## config.mk

```make
export PLATFORM = sky130hd
export DESIGN_NAME = vlrf_ctrl
export DESIGN_NICKNAME = d
export VERILOG_FILES = /design/src/sv/variable_length_record_fifo_top_assert.svh /design/src/sv/vlrf_pkg.sv /design/src/sv/vlrf_ctrl.sv
export SDC_FILE = /design/constraint.sdc
export NUM_CORES = 1
export LEC_CHECK = 0
export BUFFER_PORTS_ARGS = -buffer_cell sky130_fd_sc_hd__buf_2
export CORE_AREA = 5 5 42 44
export CTS_BUF_LIST = sky130_fd_sc_hd__clkbuf_4 sky130_fd_sc_hd__clkbuf_8
export DETAILED_ROUTE_END_ITERATION = 8
export DIE_AREA = 0 0 47 49
export HOLD_SLACK_MARGIN = 0.15
export MAX_ROUTING_LAYER = met4
export PLACE_DENSITY = 0.61
export SETUP_SLACK_MARGIN = 0.15
export SLEW_MARGIN = 20
export SYNTH_ARGS = -nofsm -noshare
export SYNTH_HDL_FRONTEND = slang
export SYNTH_SLANG_ARGS = --single-unit
```

## constraint.sdc

```tcl
create_clock -name i_clk -period 1.2 [get_ports i_clk]
set_input_delay 0.12 -clock i_clk [delete_from_list [all_inputs] [get_ports i_clk]]
set_output_delay 0.12 -clock i_clk [all_outputs]
set_load 0.02 [all_outputs]
```

## src/sv/variable_length_record_fifo_top_assert.svh

```systemverilog
// Assertion macros used by the record FIFO datapath.
`ifndef VARIABLE_LENGTH_RECORD_FIFO_TOP_ASSERT_SVH
`define VARIABLE_LENGTH_RECORD_FIFO_TOP_ASSERT_SVH
`ifndef SYNTHESIS
`define VLRF_ASSERT_ALWAYS(lbl, clk, rst_n, expr) \
    lbl: assert property (@(posedge clk) disable iff (!rst_n) (expr)) \
        else $error("record fifo invariant violated");
`define VLRF_ASSERT_IMPL(lbl, clk, rst_n, ante, cons) \
    lbl: assert property (@(posedge clk) disable iff (!rst_n) (ante) |-> (cons)) \
        else $error("record fifo implication violated");
`else
`define VLRF_ASSERT_ALWAYS(lbl, clk, rst_n, expr)
`define VLRF_ASSERT_IMPL(lbl, clk, rst_n, ante, cons)
`endif
`endif

```

## src/sv/vlrf_pkg.sv

```systemverilog
// Types and constants shared by the record FIFO modules.
package vlrf_pkg;

    localparam int STORE_BYTES  = 1024;
    localparam int HEADER_BYTES = 4;
    localparam int ADDR_W       = $clog2(STORE_BYTES);
    localparam int FREE_W       = ADDR_W + 1;
    localparam int SIZE_W       = 10;
    localparam int DATA_W       = 8;
    localparam int HDR_CNT_W    = (HEADER_BYTES > 1) ? $clog2(HEADER_BYTES) : 1;
    localparam int HDR_BITS     = 8 * HEADER_BYTES;

    typedef enum logic [1:0] {
        ACT_PUSH_BEGIN = 2'd0,
        ACT_PUSH_BYTE  = 2'd1,
        ACT_POP_BEGIN  = 2'd2,
        ACT_POP_BYTE   = 2'd3
    } t_action;

    typedef enum logic [1:0] {
        ST_OK    = 2'd0,
        ST_FULL  = 2'd1,
        ST_EMPTY = 2'd2,
        ST_SEQ   = 2'd3
    } t_status;

    typedef struct packed {
        t_action             action;
        logic [SIZE_W-1:0]   size;
        logic [DATA_W-1:0]   data_in;
    } t_in_item;

    typedef struct packed {
        t_status             status;
        logic [SIZE_W-1:0]   record_length;
        logic [DATA_W-1:0]   data_out;
        logic                byte_valid;
        logic                last;
    } t_out_item;

    // Commands from the controller to the datapath.
    typedef struct packed {
        logic                  push_accept;
        logic                  hdr_write;
        logic                  byte_write;
        logic                  pop_accept;
        logic                  hdr_read;
        logic                  hdr_last;
        logic                  byte_read;
        logic [HDR_CNT_W-1:0]  hdr_idx;
        logic                  res_valid;
        t_status               res_status;
    } t_cmd;

    // Status from the datapath to the controller.
    typedef struct packed {
        logic push_open;
        logic pop_open;
        logic empty;
        logic fits;
    } t_dp_stat;

endpackage

```

## src/sv/vlrf_ctrl.sv

```systemverilog
// Controller state machine that sequences transactions and header transfers.
module vlrf_ctrl (
    input  logic                 i_clk,
    input  logic                 i_rst_n,
    input  logic                 i_start,
    input  vlrf_pkg::t_action    i_action,
    input  vlrf_pkg::t_dp_stat   i_stat,
    output logic                 o_busy,
    output vlrf_pkg::t_cmd       o_cmd
);

    typedef enum logic [2:0] {
        S_IDLE     = 3'b001,
        S_PUSH_HDR = 3'b010,
        S_POP_HDR  = 3'b100
    } t_state;

    t_state                           r_state, n_state;
    logic [vlrf_pkg::HDR_CNT_W-1:0]   r_cnt, n_cnt;
    logic                             cnt_last;

    assign cnt_last = (r_cnt == vlrf_pkg::HDR_CNT_W'(vlrf_pkg::HEADER_BYTES - 1));
    assign o_busy   = (r_state != S_IDLE);

    always_comb begin
        n_state = r_state;
        n_cnt   = r_cnt;
        o_cmd   = '0;
        o_cmd.res_status = vlrf_pkg::ST_OK;
        o_cmd.hdr_idx    = r_cnt;
        unique case (r_state)
            S_IDLE: begin
                n_cnt = '0;
                if (i_start) begin
                    o_cmd.res_valid = 1'b1;
                    unique case (i_action)
                        vlrf_pkg::ACT_PUSH_BEGIN: begin
                            if (i_stat.push_open || i_stat.pop_open) begin
                                o_cmd.res_status = vlrf_pkg::ST_SEQ;
                            end else if (!i_stat.fits) begin
                                o_cmd.res_status = vlrf_pkg::ST_FULL;
                            end else begin
                                o_cmd.res_valid   = 1'b0;
                                o_cmd.push_accept = 1'b1;
                                n_state           = S_PUSH_HDR;
                            end
                        end
                        vlrf_pkg::ACT_PUSH_BYTE: begin
                            if (!i_stat.push_open) begin
                                o_cmd.res_status = vlrf_pkg::ST_SEQ;
                            end else begin
                                o_cmd.byte_write = 1'b1;
                            end
                        end
                        vlrf_pkg::ACT_POP_BEGIN: begin
                            if (i_stat.push_open || i_stat.pop_open) begin
                                o_cmd.res_status = vlrf_pkg::ST_SEQ;
                            end else if (i_stat.empty) begin
                                o_cmd.res_status = vlrf_pkg::ST_EMPTY;
                            end else begin
                                o_cmd.res_valid  = 1'b0;
                                o_cmd.pop_accept = 1'b1;
                                n_state          = S_POP_HDR;
                            end
                        end
                        vlrf_pkg::ACT_POP_BYTE: begin
                            if (!i_stat.pop_open) begin
                                o_cmd.res_status = vlrf_pkg::ST_SEQ;
                            end else begin
                                o_cmd.byte_read = 1'b1;
                            end
                        end
                        default: o_cmd.res_status = vlrf_pkg::ST_SEQ;
                    endcase
                end
            end
            S_PUSH_HDR: begin
                o_cmd.hdr_write = 1'b1;
                n_cnt           = r_cnt + 1'b1;
                if (cnt_last) begin
                    o_cmd.res_valid = 1'b1;
                    n_state         = S_IDLE;
                end
            end
            S_POP_HDR: begin
                o_cmd.hdr_read = 1'b1;
                n_cnt          = r_cnt + 1'b1;
                if (cnt_last) begin
                    o_cmd.hdr_last  = 1'b1;
                    o_cmd.res_valid = 1'b1;
                    n_state         = S_IDLE;
                end
            end
            default: n_state = S_IDLE;
        endcase
    end

    always_ff @(posedge i_clk) begin
        if (!i_rst_n) begin
            r_state <= S_IDLE;
            r_cnt   <= '0;
        end else begin
            r_state <= n_state;
            r_cnt   <= n_cnt;
        end
    end

endmodule

```

==> metrics, run 1 <==
Final Non-Filler Cells=108; Seq/Total Area, Yosys=22.5%; syn_nets=66; clk slew on worst S/H paths=40 ps; Detailed Route Iter0 Violations=4; hold path startpoint=i_rst_n; RD Place Congestion=0.832; clk_skew=between 1 and 1.5 ps; layout cell share with drive strength beyond 1=between 70 and 80%; worst setup path endpoint=o_cmd[11]; Final Hold Vio Count=0; VDD IR-drop max=0.373 mV; Final setup viols=14; vias per cell=5.17; Ys Warns=0; max-cap viol count=0; CTS tree=yes; mapped cell area=444 µm²; WL final=1410 µm; # H-tree levels=1; critical path required time=1080 ps; TNS Setup=-1970 ps; nets=between 100 and 150; Post-synth ARST share=0%; IO Pins=22; mean area per synthesized cell=between 7 and 8 µm²; core area=about 1400 µm²; reg2reg start=r_state[1]$_SDFFE_PN0P_; capture point of the worst reg-to-reg path=r_state[1]$_SDFFE_PN0P_; Arrival @ worst endpoint=1340 ps; vias in the first global route=563; total number of vias=558; startpoint types=register; outcome=finished with violations; Hold Crit Class=in -> reg; cell total after placement=97; Max transition margin=77.1%; CTS buffer count=3; Detailed Place HPWL=1010 µm; RSZ-0062 raised after global routing=yes; DIE HEIGHT=49 µm; Final Max Tran Viols=0; crit share post-route=121%; ANT nets after route=0; Initial DRT Pass Iterations=4; first-pass GRT wire length=~2300 µm; R2R cell count=5; multi-input logic area=445 µm²; area post-placement=around 680 µm²; R2R setup slack=-120 ps; Yosys cell types=34; ys flop type=dfxtp_1; initial antenna violation count=0; Clock Latency Late Sink=240 ps; Worst Tran Pin Value=between 300 and 400 ps; WS Path Type=reg -> out; register cell area after layout=114 µm²; area delta synth->final=108%; largest net degree at the start of global routing=9; failing checks=setup timing; hold slack=168 ps; Hold Path Stages=2; DRC viols=0; synthesized flop and latch total=5; post-route setup slack=-256 ps; Post-synth EDFFs=0; Clock Sink Count=5; Peak Freq=687 MHz; Total Routing Usage GR=13.6%; crit path time final=1460 ps; Die Width=between 40 and 50 µm; Final Instance Area=925 µm²; Design Power=0.500 mW; Power Dens Cells=around 540 nW/µm²; worst setup path start=r_state[1]$_SDFFE_PN0P_; Die Footprint=roughly 2300 µm²; diode count=0; Post-Synthesis Cells=56; # rows=14; pre-CTS WS=-30.4 ps; WL/cell=13.0 µm; CTS root buffer=clkbuf_4; fin util=66.0%; CP Max Fanout=7; port bufs=21; fillers=121; Leak=0.425 nW; maximum clock path buffer count=2; Initial Util=31.7%; grt ovf=0; CP endpoint kind=primary output
per-layer routing:
layer	track usage [%]	wire, µm	vias to the layer above
li1	-	-	281
met4	8.29	8	0
met2	22.2	747	25
met5	-	0	-
met1	15.2	563	250
met3	1.11	85	2
layout make-up:
| cell class | instances | area share (%) |
|---|---|---|
| clock buffers | 4 | 3.25 |
| inverters | 1 | 0.406 |
| multi-input cells | 46 | 48.2 |
| flip-flops and latches | 5 | 12.3 |
| well taps | 16 | 2.17 |
| repair buffers | 36 | 33.7 |
cells in the mapped netlist, types with 2 or more instances:
library cell,instances,share of area (%)
buf_2,2,2.3
a21oi_1,2,2.3
o21ai_1,3,3.4
nor3_1,2,2.3
o2111a_1,2,5.1
nor3b_1,2,3.4
dfxtp_1,5,23
and4b_1,2,4.5
nor2_1,4,3.4
nand2_1,6,5.1
o21ai_0,3,3.4
cells by family (layout without fill, tap and decap cells):
kind of cell / count (synthesis) / in the layout / synth area share [%]
buffers and inverters: 5 / 41 / 6.48
flip-flops: 5 / 5 / 22.5
AND/OR/NAND/NOR: 27 / 27 / 38.0
XOR/XNOR: 1 / 1 / 1.97
multiplexers: 2 / 2 / 4.79
AO/OA/AOI/OAI: 15 / 15 / 23.4
adder cells (fa/ha/maj): 1 / 1 / 2.82
report_power, final:
part | total, mW | internal (mW) | switching [mW] | leakage, nW
Clock | 0.215 | 0.148 | 0.0672 | 0.0184
Sequential | 0.162 | 0.161 | 0.000718 | 0.0428
Combinational | 0.123 | 0.0591 | 0.0643 | 0.364
Total | 0.500 | 0.368 | 0.132 | 0.425
timing repair:
item / in CTS / in global routing
hold buffers: 1 / 0
buffers inserted: 4 / 2
setup endpoints to repair: 16 / 16
endpoints found under the hold margin: 1 / 0
pin swaps: 8 / 7
gates resized for setup: 30 / 13
worst min-delay path by stage:
stage | end | slack [ps]
floorplan | r_state[0]$_SDFFE_PN1P_ | 200
global placement | r_state[0]$_SDFFE_PN1P_ | 370
detailed placement | r_state[0]$_SDFFE_PN1P_ | 380
CTS | r_state[1]$_SDFFE_PN0P_ | 160
global route | r_state[1]$_SDFFE_PN0P_ | 170
finish | r_state[1]$_SDFFE_PN0P_ | 170
state kept, by name, summed over array words and instances, names as in the netlist:
name / cells
r_cnt: 2
r_state: 3
cell usage in the layout (no fill, tap or decap), types with 2 or more instances in the layout:
master,netlist,layout
o2111a_1,2,2
and4b_2,0,2
clkbuf_4,0,4
nand2_1,6,4
dfxtp_4,0,3
dfxtp_2,0,2
nor3_2,1,2
buf_4,0,9
nor2_4,0,2
a21oi_2,0,2
o21ai_1,3,3
buf_2,2,10
buf_6,1,15
o21ai_0,3,2
worst max-delay path: stages (launching register included):
cell and delay, ps:
dfxtp_2 310, and4bb_4 390, and4b_2 270, buf_6 120
Power figures use the tool's default switching activity.
==> run 2, diff against run 1 <==
Settings changed: CELL_PAD_IN_SITES_DETAIL_PLACEMENT set to 2, CELL_PAD_IN_SITES_GLOBAL_PLACEMENT set to 2, CORE_AREA 5 5 42 44 to not set, CORE_MARGIN set to 5, CORE_UTILIZATION set to 22, DIE_AREA 0 0 47 49 to not set, PLACE_DENSITY 0.61 to 0.73.
==> metrics, run 2 (same netlist as run 1, synthesis figures left out) <==
outcome=finished with violations; failing checks=setup timing; Arrival @ worst endpoint=approximately 1300 ps; combinational power share=24.9%; layout cell share with drive strength beyond 1=68.8%; Die Footprint=between 3000 and 4000 µm²; total number of vias=between 500 and 600; CP delay by family, top=simple AND/OR/NAND/NOR gates; GRT met1 Usage=13.4%; Final setup viols=14; clk slew on worst S/H paths=~40 ps; Final Max Tran Viols=0; most congested layer reported by global routing=met2; Power Dens Cells=550 nW/µm²; DRC viols=0; WS Path Type=reg -> out; Clock Sink Count=5; CP Cell Sequence=and4bb_4 -> and4b_2 -> buf_6; clk_skew=7.16 ps; crit path time final=1460 ps; commonest non-fill, non-tap cell in the layout=buf_6; WL final=1870 µm; CTS tree=yes; vias in the first global route=682; diode count=0; Initial DRT Pass Iterations=3; Hold Crit Class=in -> reg; max reg flops=3; vias per cell=4.88; DIE HEIGHT=54.9 µm; core area=a little under 2000 µm²; RSZ-0062 raised after global routing=yes; post-route setup slack=-264 ps; Total Routing Usage GR=13.6%; maximum clock path buffer count=2; most frequent cells in the layout=buf_6 (13), buf_4 (11), buf_2 (10); # H-tree levels=1; register cell area after layout=about 110 µm²; startpoint types=register; ANT nets after route=0; fillers=224; total internal power=0.371 mW; crit share post-route=122%; Top reg by flops=r_state; worst setup path start=r_state[1]$_SDFFE_PN0P_; Worst Tran Pin Value=311 ps; TNS Setup=-2750 ps; Buf/Inv on CP=1; largest net degree at the start of global routing=11; grt ovf=0; sw frac=between 20% and 30%; Final Hold Vio Count=0; VDD IR-drop max=0.240 mV; port bufs=21; hold path startpoint=i_rst_n; RD Place Congestion=0.704; Max transition margin=between 70% and 80%; Leak=0.433 nW; Clock Latency Late Sink=240 ps; Die Width=54.9 µm; biggest regs=r_state x3, r_cnt x2; switching power=0.134 mW; Slowest cell on crit path=and4bb_4; Peak Freq=approximately 700 MHz; first-pass GRT wire length=between 2000 and 3000 µm; max-cap viol count=0; IO Pins=22; area delta synth->final=106%; WL/cell=around 16 µm; critical path required time=1080 ps; # rows=16; Detailed Place HPWL=1260 µm; CP endpoint kind=primary output; slowest cell delay on critical path=390 ps; Initial Util=22.9%; initial antenna violation count=0; met3 Use GR=about 2.1%; CTS root buffer=clkbuf_4; Detailed Route Iter0 Violations=3; multi-input logic area=407 µm²; nets=around 100; reg2reg start=r_state[2]$_SDFFE_PN0P_; sequential power share=32.1%; hold slack=roughly 180 ps; CTS buffer count=3; CP Max Fanout=6; clock power share=43.0%; M2 GR Usage=26.4%
run 2: final cells by class:
cell class                      instances  share of cell area (%)
Multi-Input combinational cell         46                    44.3
Timing Repair Buffer                   37                    35.9
Clock buffer                            4                    3.27
Tap cell                               27                    3.68
Sequential cell                         5                    12.4
Inverter                                1                   0.409
run 2: layer usage:
layer,vias up,routed length [µm]
met5,-,0
met1,279,715
met4,0,22
met3,2,63
met2,19,1070
li1,285,-
run 2: what timing repair did:
action | in CTS | in global routing
setup endpoints to repair | 16 | 16
hold buffers | 1 | 0
buffers inserted | 7 | 1
gates cloned | 0 | 1
pin swaps | 6 | 4
gates resized for setup | 28 | 7
endpoints found under the hold margin | 1 | 0
run 2: final timing paths:
check,end,slack (ps),depth (start not counted)
min,r_state[1]$_SDFFE_PN0P_,180,2
max,o_cmd[11],-260,3
max reg2reg,r_cnt[0]$_SDFFE_PN0P_,-210,7
min reg2reg,r_cnt[0]$_SDFFE_PN0P_,650,3
run 2: power groups by stage:
stage          clock network [mW]  logic, mW  registers (mW)
6_report                    0.217      0.126           0.162
3_3_place_gp                    0     0.0968           0.165
2_1_floorplan                   0     0.0589           0.165
3_5_place_dp                    0     0.0984           0.165
5_1_grt                     0.235      0.135           0.162
4_1_cts                     0.227      0.120           0.162
run 2: per-stage QoR:
step | cell area [µm²] | worst slack, ps | power, mW | utilization [%] | instances
after CTS | 855 | -279 | 0.508 | 44.0 | 118
after global routing | 917 | -336 | 0.532 | 47.2 | 120
after detailed placement | 676 | -74.6 | 0.263 | 34.8 | 106
after floorplan | 517 | 30.4 | 0.223 | - | 56
final | 917 | -264 | 0.505 | 47.2 | 120
after global placement | 676 | -46.1 | 0.261 | 34.8 | 106
